File: src/hw/rtl/mes_pkg.sv
// Shared types and constants for the music event sequencer.
package mes_pkg;

    localparam int PROGRAM_DEPTH_DEF = 256;
    localparam int MAX_STEPS_DEF     = 31;
    localparam int QUEUE_DEPTH       = 2;

    typedef enum logic [1:0] {
        FUNC_WRITE = 2'd0,
        FUNC_INIT  = 2'd1,
        FUNC_PLAY  = 2'd2
    } t_func;

    typedef enum logic [2:0] {
        OP_NOP    = 3'd0,
        OP_KEYON  = 3'd1,
        OP_KEYOFF = 3'd2,
        OP_WAIT   = 3'd3,
        OP_END    = 3'd4
    } t_opcode;

    typedef enum logic [1:0] {
        KIND_PRESS    = 2'd0,
        KIND_RELEASE  = 2'd1,
        KIND_DONE     = 2'd2,
        KIND_DONE_CUT = 2'd3
    } t_kind;

    typedef enum logic [1:0] {
        ST_IDLE,
        ST_CHECK,
        ST_EXEC
    } t_back_state;

    typedef struct packed {
        logic [7:0]  channel;
        logic [2:0]  opcode;
        logic [31:0] operand;
    } t_instr;

    typedef struct packed {
        t_func       func;
        logic [31:0] time_ms;
        logic [7:0]  slot;
        t_instr      instr;
    } t_cmd;

endpackage

File: src/hw/rtl/mes_queue.sv
// Short command queue between the front end and the execution unit.
module mes_queue (
    input  logic          i_clk,
    input  logic          i_rst_n,
    input  logic          i_push_valid,
    input  mes_pkg::t_cmd i_push_cmd,
    output logic          o_push_ready,
    output logic          o_head_valid,
    output mes_pkg::t_cmd o_head_cmd,
    input  logic          i_pop
);

    localparam int QW = (mes_pkg::QUEUE_DEPTH > 1) ? $clog2(mes_pkg::QUEUE_DEPTH) : 1;
    localparam int CW = $clog2(mes_pkg::QUEUE_DEPTH + 1);

    mes_pkg::t_cmd r_q [mes_pkg::QUEUE_DEPTH];
    logic [QW-1:0] r_wr_ptr;
    logic [QW-1:0] r_rd_ptr;
    logic [CW-1:0] r_count;
    logic [QW-1:0] n_wr_ptr;
    logic [QW-1:0] n_rd_ptr;
    logic [CW-1:0] n_count;
    logic          push;

    assign o_push_ready = (r_count != CW'(mes_pkg::QUEUE_DEPTH));
    assign o_head_valid = (r_count != '0);
    assign o_head_cmd   = r_q[r_rd_ptr];
    assign push         = i_push_valid && o_push_ready;

    always_comb begin
        n_wr_ptr = r_wr_ptr;
        n_rd_ptr = r_rd_ptr;
        n_count  = r_count;
        if (push) begin
            n_wr_ptr = (r_wr_ptr == QW'(mes_pkg::QUEUE_DEPTH - 1)) ? '0 : r_wr_ptr + 1'b1;
        end
        if (i_pop) begin
            n_rd_ptr = (r_rd_ptr == QW'(mes_pkg::QUEUE_DEPTH - 1)) ? '0 : r_rd_ptr + 1'b1;
        end
        if (push && !i_pop) begin
            n_count = r_count + 1'b1;
        end else if (!push && i_pop) begin
            n_count = r_count - 1'b1;
        end
    end

    always_ff @(posedge i_clk) begin
        if (!i_rst_n) begin
            r_wr_ptr <= '0;
            r_rd_ptr <= '0;
            r_count  <= '0;
        end else begin
            r_wr_ptr <= n_wr_ptr;
            r_rd_ptr <= n_rd_ptr;
            r_count  <= n_count;
        end
    end

    always_ff @(posedge i_clk) begin
        if (push) begin
            r_q[r_wr_ptr] <= i_push_cmd;
        end
    end

`ifndef NO_ASSERTIONS
    a_pop_nonempty: assert property (@(posedge i_clk) disable iff (!i_rst_n)
        i_pop |-> o_head_valid)
        else $error("queue popped while empty");
    a_count_range: assert property (@(posedge i_clk) disable iff (!i_rst_n)
        r_count <= CW'(mes_pkg::QUEUE_DEPTH))
        else $error("queue count out of range");
    a_count_track: assert property (@(posedge i_clk) disable iff (!i_rst_n)
        (push && !i_pop) |=> (r_count == $past(r_count) + 1'b1))
        else $error("queue count missed a push");
`endif

endmodule

File: config.mk
export PLATFORM = sky130hd
export DESIGN_NAME = mes_queue
export DESIGN_NICKNAME = d
export VERILOG_FILES = /design/src/hw/rtl/mes_pkg.sv /design/src/hw/rtl/mes_queue.sv
export SDC_FILE = /design/constraint.sdc
export NUM_CORES = 1
export LEC_CHECK = 0
export ABC_AREA = 1
export BUFFER_PORTS_ARGS = -buffer_cell sky130_fd_sc_hd__buf_2
export CAP_MARGIN = 20
export CORE_ASPECT_RATIO = 0.9
export CORE_MARGIN = 2
export CORE_UTILIZATION = 55
export DETAILED_ROUTE_END_ITERATION = 10
export PLACE_DENSITY = 0.83
export SETUP_SLACK_MARGIN = 0.1
export SKIP_CTS_REPAIR_TIMING = 1
export SLEW_MARGIN = 20
export SYNTH_ARGS = -nofsm -noshare
export SYNTH_HDL_FRONTEND = slang
export SYNTH_SLANG_ARGS = --single-unit
File: constraint.sdc
create_clock -name i_clk -period 14.94 [get_ports i_clk]
set_input_delay 2.988 -clock i_clk [delete_from_list [all_inputs] [get_ports i_clk]]
set_output_delay 2.988 -clock i_clk [all_outputs]
set_load 0.01 [all_outputs]
==> impl_metrics.py <==
metrics = {
    "die": {
        "rows": 37,
        "die_w_um": 117,
        "die_h_um": 106,
        "fp.coreArea_um2": 11400,
        "dieArea_um2": 12500,
        "start_util": 0.560,
        "ios": 176,
    },
    "pwr": {
        "ir_worst_vdd_mv": 0.0966,
        "p_total_mw": 1.13,
        "power.leakage_nw": 3.02,
        "p_per_area_nw_per_um2": 141,
    },
    "sta": {
        "setup_tns_ns": 0,
        "worst_slack_ns": 10.03,
        "whs_ns": 0.498,
        "tightest_slew_ns": 0.831,
        "min_period_ns": 4.91,
        "max_freq_mhz": 204,
        "slew_violations": 0,
        "fin_worst_skew_ns": 0.00485,
        "relSlewSlack": 0.446,
        "setup_viol": 0,
        "fin_crit_sh": 0.329,
        "rsz0062_at_grt": "false",
        "hold_violations": 0,
    },
    "synth": {
        "synth_top_area_cell": "edfxtp_1",
        "synth_nets": 390,
        "synth_seq_cells": 175,
        "synth-compound-area-share": 0.00236,
        "ys_seq_area_frac": 0.817,
        "synth_adder_area_share": 0.00196,
        "synth_cells": 300,
        "synthXorXnorAreaFrac": 0,
        "syn_area_um2": 6370,
        "synth_simple_gate_area_frac": 0.0118,
        "synth_cell_types": 15,
        "synth.area.mux_share": 0.150,
        "yosysWarnings": 0,
        "syn_area_per_cell_um2": 21.2,
        "netlist.area_leader.share": 0.801,
        "synth_top_family_by_area": "multiplexers",
        "synth_area_leaders": "edfxtp_1 80%, mux2_1 8.8%, mux2_2 6.2%",
    },
    "setup_path": {
        "worstPathMaxFanout": 58,
        "end_kind": "primary output",
        "cp-start-kind": "flop",
        "cp.arrival_ns": 1.92,
        "rr_endpoint": "r_q[1][66]",
        "worstRegToRegCells": 5,
        "cp.required_ns": 11.95,
        "critPathCapture": "o_head_cmd[40]",
        "reg2reg_from": "r_count[0]",
        "crit_type": "flop to primary output",
        "r2r_setup_slack_ns": 13.07,
    },
    "finish": {
        "fillers": 738,
        "nets": 578,
        "ff_latch_area_um2": 5210,
        "most-common-layout-cells": "175 x buf_2, 170 x edfxtp_1, 50 x mux2_1",
        "areaGrowthSynthToFinish_pct": 25.3,
        "diodes": 0,
        "multi_input_area_um2": 1070,
        "layout_commonest_cell": "buf_2",
        "fin_util": 0.701,
        "final_layout_size_suffix_gt1_frac": 0.484,
    },
    "grt": {
        "antenna_found_initial": 1,
        "grt_pass1_wl_um": 17100,
        "grt_overflow_total": 0,
        "first_global_vias": 3302,
        "grt_max_degree": 86,
        "grt_usage": 0.186,
    },
    "clock_tree": {
        "numCtsBuffers": 17,
        "clkTransAtPathRegs_ns": 0.06,
        "worstSkewPairLatency_ns": 0.42,
        "htreeDepth": 4,
        "cts_tree": "done",
        "root_buffer": "clkbuf_16",
        "cts_buffer_depth": 2,
        "cts.sinks": 175,
    },
    "run": {
        "maxCapViolCount": 0,
    },
    "routing": {
        "viasPerCell": 5.03,
        "drcViolationCount": 0,
        "drt-total-wl_um": 11200,
        "post_drt_wl_per_cell_um": 17.0,
        "postRouteAntennaNets": 0,
        "dr.pass1.iters": 4,
        "num_vias": 3301,
        "drt-initial-drc-count": 180,
    },
    "placement": {
        "gp_congestion": 0.706,
        "portBuffers": 175,
        "place_hpwl_um": 7020,
        "dp_slack_ns": 10.25,
    },
    "min_path": {
        "hp-start": "r_rd_ptr",
        "hold_class": "flop to flop",
    },
    "outcome": {
        "status": "finished clean",
    },
}
==> power by group <==
group,internal [mW],switching [mW]
clock,0.242,0.167
sequential,0.586,0.0113
combinational,0.0512,0.0684
==> flip-flops by register name, summed over array words and instances, names as in the netlist, named ones only <==
register  cells
r_count       2
r_rd_ptr      1
r_q         170
r_wr_ptr      1
==> cell type report <==
class                   count  share of cell area
flip-flops and latches    175               0.652
multi-input cells         108               0.135
repair buffers            178               0.116
clock buffers              18              0.0537
well taps                 156              0.0244
clock inverters            13              0.0155
inverters                   8             0.00376
==> per-stage QoR <==
stage          area [µm²]  std cells
2_1_floorplan        6370        300
3_3_place_gp         7400        624
3_5_place_dp         7400        624
4_1_cts              7950        655
5_1_grt              7990        656
6_report             7990        656
==> kinds of logic after synthesis <==
group,after synthesis
multiplexers,85
AO/OA/AOI/OAI,3
flip-flops,175
buffers and inverters,17
AND/OR/NAND/NOR,19
adder cells (fa/ha/maj),1
==> critical path: stages (launching register included) <==
cell     delay [ns]
dfxtp_4        0.61
buf_16         0.33
mux2_1         0.38
buf_2          0.15
==> layer usage <==
layer | wire length [µm] | GRT usage | vias to the layer above
met1 | 4480 | 0.224 | 1603
li1 | - | - | 1550
met4 | 107 | 0.0749 | 2
met5 | 13 | 0 | -
met3 | 997 | 0.0810 | 12
met2 | 5590 | 0.299 | 134
==> worst min path at each step <==
stage               end  cells past startpoint
6_report           flop                      2
5_1_grt            flop                      2
4_1_cts            flop                      2
3_5_place_dp       flop                      2
3_3_place_gp   r_rd_ptr                      2
2_1_floorplan      flop                      2
==> Yosys cell counts <==
master    number
buf_6          5
nor2_1         8
a21oi_1        1
edfxtp_1     170
mux2_1        50
buf_4          1
mux2_2        35
o21ai_0        2
ha_1           1
nand2_1        9
nand3_1        1
inv_1          8
buf_2          3
nand4_1        1
dfxtp_1        5
Note: power is estimated with default switching activity, not from simulation.
