$ cat src/hw/rtl/mes_pkg.sv
// Shared types and constants for the music event sequencer.
package mes_pkg;

    localparam int PROGRAM_DEPTH_DEF = 256;
    localparam int MAX_STEPS_DEF     = 31;
    localparam int QUEUE_DEPTH       = 2;

    typedef enum logic [1:0] {
        FUNC_WRITE = 2'd0,
        FUNC_INIT  = 2'd1,
        FUNC_PLAY  = 2'd2
    } t_func;

    typedef enum logic [2:0] {
        OP_NOP    = 3'd0,
        OP_KEYON  = 3'd1,
        OP_KEYOFF = 3'd2,
        OP_WAIT   = 3'd3,
        OP_END    = 3'd4
    } t_opcode;

    typedef enum logic [1:0] {
        KIND_PRESS    = 2'd0,
        KIND_RELEASE  = 2'd1,
        KIND_DONE     = 2'd2,
        KIND_DONE_CUT = 2'd3
    } t_kind;

    typedef enum logic [1:0] {
        ST_IDLE,
        ST_CHECK,
        ST_EXEC
    } t_back_state;

    typedef struct packed {
        logic [7:0]  channel;
        logic [2:0]  opcode;
        logic [31:0] operand;
    } t_instr;

    typedef struct packed {
        t_func       func;
        logic [31:0] time_ms;
        logic [7:0]  slot;
        t_instr      instr;
    } t_cmd;

endpackage

$ cat src/hw/rtl/mes_in_if.sv
// Input item channel of the music event sequencer.
interface mes_in_if;
    logic        valid;
    logic        ready;
    logic [1:0]  func;
    logic [31:0] time_ms;
    logic [7:0]  wr_index;
    logic [7:0]  wr_channel;
    logic [2:0]  wr_opcode;
    logic [31:0] wr_operand;

    modport source (
        output valid, func, time_ms, wr_index, wr_channel, wr_opcode, wr_operand,
        input  ready
    );
    modport sink (
        input  valid, func, time_ms, wr_index, wr_channel, wr_opcode, wr_operand,
        output ready
    );
endinterface

$ cat src/hw/rtl/mes_front.sv
// Front end: takes input items, reduces the slot index and forms commands.
module mes_front #(
    parameter int PROGRAM_DEPTH = mes_pkg::PROGRAM_DEPTH_DEF
) (
    input  logic          i_clk,
    input  logic          i_rst_n,
    mes_in_if.sink        i_in,
    output logic          o_cmd_valid,
    output mes_pkg::t_cmd o_cmd,
    input  logic          i_cmd_ready
);

    logic          r_valid;
    logic          n_valid;
    mes_pkg::t_cmd r_cmd;
    mes_pkg::t_cmd n_cmd;
    logic [7:0]    n_slot;
    logic          take;
    logic          known;

    assign i_in.ready  = !r_valid || i_cmd_ready;
    assign take        = i_in.valid && i_in.ready;
    assign o_cmd_valid = r_valid;
    assign o_cmd       = r_cmd;

    always_comb begin
        case (i_in.func)
            mes_pkg::FUNC_WRITE, mes_pkg::FUNC_INIT, mes_pkg::FUNC_PLAY: known = 1'b1;
            default: known = 1'b0;
        endcase
    end

    // slot modulo depth by restoring reduction against shifted multiples
    always_comb begin
        n_slot = i_in.wr_index;
        for (int k = 7; k >= 0; k--) begin
            if ((PROGRAM_DEPTH << k) < 256) begin
                if (n_slot >= 8'(PROGRAM_DEPTH << k)) begin
                    n_slot = n_slot - 8'(PROGRAM_DEPTH << k);
                end
            end
        end
    end

    always_comb begin
        n_valid = r_valid && !i_cmd_ready;
        n_cmd   = r_cmd;
        if (take && known) begin
            n_valid               = 1'b1;
            n_cmd.func            = mes_pkg::t_func'(i_in.func);
            n_cmd.time_ms         = i_in.time_ms;
            n_cmd.slot            = n_slot;
            n_cmd.instr.channel   = i_in.wr_channel;
            n_cmd.instr.opcode    = i_in.wr_opcode;
            n_cmd.instr.operand   = i_in.wr_operand;
        end
    end

    always_ff @(posedge i_clk) begin
        if (!i_rst_n) begin
            r_valid <= 1'b0;
        end else begin
            r_valid <= n_valid;
        end
    end

    always_ff @(posedge i_clk) begin
        r_cmd <= n_cmd;
    end

endmodule

$ cat src/flat_wrapper.sv
// flat-port wrapper written by rule: the top's interface ports become plain ports
module mes_front_flat 
#(
    parameter int PROGRAM_DEPTH = mes_pkg::PROGRAM_DEPTH_DEF
)
  (i_clk, i_rst_n, o_cmd_valid, o_cmd, i_cmd_ready, i_in_valid, i_in_func, i_in_time_ms, i_in_wr_index, i_in_wr_channel, i_in_wr_opcode, i_in_wr_operand, i_in_ready);
  mes_in_if i_in_i ();
  input  logic i_clk;
  input  logic i_rst_n;
  output logic o_cmd_valid;
  output mes_pkg::t_cmd o_cmd;
  input  logic i_cmd_ready;
  input wire logic [$bits(i_in_i.valid)-1:0] i_in_valid;
  input wire logic [$bits(i_in_i.func)-1:0] i_in_func;
  input wire logic [$bits(i_in_i.time_ms)-1:0] i_in_time_ms;
  input wire logic [$bits(i_in_i.wr_index)-1:0] i_in_wr_index;
  input wire logic [$bits(i_in_i.wr_channel)-1:0] i_in_wr_channel;
  input wire logic [$bits(i_in_i.wr_opcode)-1:0] i_in_wr_opcode;
  input wire logic [$bits(i_in_i.wr_operand)-1:0] i_in_wr_operand;
  output wire logic [$bits(i_in_i.ready)-1:0] i_in_ready;
  assign i_in_i.valid = i_in_valid;
  assign i_in_i.func = i_in_func;
  assign i_in_i.time_ms = i_in_time_ms;
  assign i_in_i.wr_index = i_in_wr_index;
  assign i_in_i.wr_channel = i_in_wr_channel;
  assign i_in_i.wr_opcode = i_in_wr_opcode;
  assign i_in_i.wr_operand = i_in_wr_operand;
  assign i_in_ready = i_in_i.ready;
  mes_front #(.PROGRAM_DEPTH(PROGRAM_DEPTH)) u_core (.i_clk(i_clk), .i_rst_n(i_rst_n), .i_in(i_in_i), .o_cmd_valid(o_cmd_valid), .o_cmd(o_cmd), .i_cmd_ready(i_cmd_ready));
endmodule
$ cat config.mk
export PLATFORM = sky130hd
export DESIGN_NAME = mes_front_flat
export DESIGN_NICKNAME = d
export VERILOG_FILES = /design/src/hw/rtl/mes_pkg.sv /design/src/hw/rtl/mes_in_if.sv /design/src/hw/rtl/mes_front.sv /design/src/flat_wrapper.sv
export SDC_FILE = /design/constraint.sdc
export NUM_CORES = 1
export LEC_CHECK = 0
export BUFFER_PORTS_ARGS = -buffer_cell sky130_fd_sc_hd__buf_2
export CAP_MARGIN = 20
export CORE_MARGIN = 2
export CORE_UTILIZATION = 35
export CTS_BUF_LIST = sky130_fd_sc_hd__clkbuf_16
export DETAILED_ROUTE_END_ITERATION = 10
export PLACE_DENSITY = 0.67
export RECOVER_POWER = 25
export SLEW_MARGIN = 40
export SYNTH_ARGS = -nofsm -noshare
export SYNTH_HDL_FRONTEND = slang
export SYNTH_SLANG_ARGS = --single-unit
$ cat constraint.sdc
create_clock -name i_clk -period 10.2 [get_ports i_clk]
set_clock_uncertainty 0.15 [all_clocks]
set_input_delay 1.02 -clock i_clk [delete_from_list [all_inputs] [get_ports i_clk]]
set_output_delay 1.02 -clock i_clk [all_outputs]
set_load 0.005 [all_outputs]
==> results.cfg <==
[outcome]
status = finished clean

[worst_setup_path]
cp-end-kind = flip-flop
setup.worst_path.class = input pin to flip-flop
crit_required_ps = 10010
reg2reg_depth = 5
path_max_fanout = 43
start_kind = input pin
arrival_ps = 2440

[synth]
netlist_instances = 90
synth-seq-cells = 86
ys_warn_count = 0
syn_nets = 179
synthesis.area_sq_um = 2602
synth_seq_area_share_pct = 98.85
yosysUniqueCellTypes = 6
postSynthAreaPerCell_sq_um = 28.92

[sta]
fin_crit_sh_pct = 25.80
hold_viol_final = 0
period_minus_slack_ps = 2632
fmax_mhz = 380.0
finalMaxSlewViolations = 0
slew-limit-headroom_pct = 64.06
finalSetupTns_ps = 0
setup_violations = 0
rsz0062_at_grt = false
worstMarginPinSlew_ps = 539.1

[drt]
drt_iter0_drc = 65
routed_via_density = 4.099
wl_per_cell_um = 14.45
vias = 1566
drc = 0
finalWirelength_um = 5521
drtAntennaViolNets = 0
first_pass_iters = 4

[hold_path]
min_path_type = flip-flop to flip-flop
min_delay_path_depth = 2

[floorplan]
initial_core_util_pct = 36.07
die_w_um = 90.23
pin_count = 176
die_h_um = 90.23
core_area_sq_um = 7214
num_rows = 31
fp.dieArea_sq_um = 8141

[placement]
gp_congestion = 0.7534
io_buffer_count = 175
detailed_place_hpwl_um = 4283

[global_routing]
antenna_found_initial = 0
grt_max_degree = 44
overflow = 0
grt_use_total_pct = 13.90
grt_first_pass_wirelength_um = 8300
grt_pass1_vias = 1640

[cts]
cts_max_level = 3
cts_tree = done
cts_buffers = 9
cts_hold_buffers = 0
path_clk_slew_ps = 60
cts_setup_buffers = 0
worstSkewPairLatency_ps = 320
cts-resized-gates = 0
cts_sinks = 86
clockBufferDepth = 2
root_buffer = clkbuf_16

[pwr]
p_leak_nw = 1.713
vdd_ir_drop_max_mv = 0.1394
p_int_w = 0.0006538
p_sw_w = 0.0001531
power_frac_seq_pct = 51.7
pwr-share-comb_pct = 6.5
power.density_nw_per_um2 = 202.5
switching_share_pct = 18.97
p_clk_share_pct = 41.7

[finish]
final_util_pct = 55.24
area_delta_synth_final_pct = 53.12
final_layout_size_suffix_gt1_share_pct = 68.55
layout_commonest_cell = buf_2
nets = 368
final_cell_mix = buf_2 (175), edfxtp_1 (85), clkbuf_16 (9)
diodes = 0

[job]
maxCapViolations = 0
[flip-flops by register name (all words and copies together) (netlist names)]
| signal | count |
|---|---|
| u_core.o_cmd | 85 |
| u_core.o_cmd_valid | 1 |
[cell families after synthesis]
logic type         count (synthesis)  synth area share [%]
and+or+nand+nor                    2                0.4811
AOI/OAI and AO/OA                  2                0.6732
DFF                               86                 98.85
[critical path, cell delays in order]
cell and delay (ps):
buf_2 100, a21bo_1 220, nor2b_4 220, buf_16 200
buf_16 170, buf_4 470
[synth_stat cells]
cell | instances | area, sq um
nor2b_1 | 1 | 6.260
edfxtp_1 | 85 | 2552
nand2b_1 | 1 | 6.260
a21boi_1 | 1 | 7.510
a21bo_1 | 1 | 10.01
dfxtp_1 | 1 | 20.02
[cell type report]
cell class	count	area, sq um
timing repair buffer	178	938.4
multi-input combinational	4	37.54
tap	99	123.9
fill	588	3229
sequential	86	2572
clock inverter	6	87.58
clock buffer	9	225.2
[final timing paths]
kind | startpoint | slack, ps | end
hold reg to reg | u_core.o_cmd_valid$_SDFF_PN0_ | 380 | u_core.o_cmd_valid$_SDFF_PN0_
setup reg to reg | u_core.o_cmd_valid$_SDFF_PN0_ | 8150 | u_core.o_cmd[56]$_DFFE_PP_
setup / recovery | i_in_func[0] | 7570 | u_core.o_cmd[56]$_DFFE_PP_
hold / removal | u_core.o_cmd_valid$_SDFF_PN0_ | 380 | u_core.o_cmd_valid$_SDFF_PN0_
[power groups by stage]
stage               Sequential (W)  Clock [W]  Combinational (W)
global route              0.000419   0.000356          0.0000581
finish                    0.000417   0.000337          0.0000527
global placement          0.000425          0          0.0000489
floorplan                 0.000431          0         0.00000739
detailed placement        0.000425          0          0.0000540
CTS                       0.000418   0.000342          0.0000541
[through the flow]
stage                     worst slack [ps]  total power [W]  instances  cell area, sq um  hold WS [ps]
after floorplan                       4524        0.0004387         90              2603         373.5
after global placement                6849        0.0004736        365              3617         369.8
after detailed placement              7215        0.0004791        367              3672         389.8
after CTS                             7567        0.0008140        382              3985         397.7
after global routing                  7453        0.0008335        382              3985         413.2
final                                 7568        0.0008068        382              3985         383.0
[layer usage]
| layer | global-route usage [%] | vias up | share of wire [%] |
|---|---|---|---|
| met5 | 0 | - | 0 |
| met4 | 7.821 | 0 | 2.6 |
| met3 | 7.460 | 13 | 13 |
| met2 | 23.37 | 101 | 52 |
| met1 | 13.61 | 709 | 32 |
| li1 | - | 743 | - |
Power figures use the tool's default switching activity.
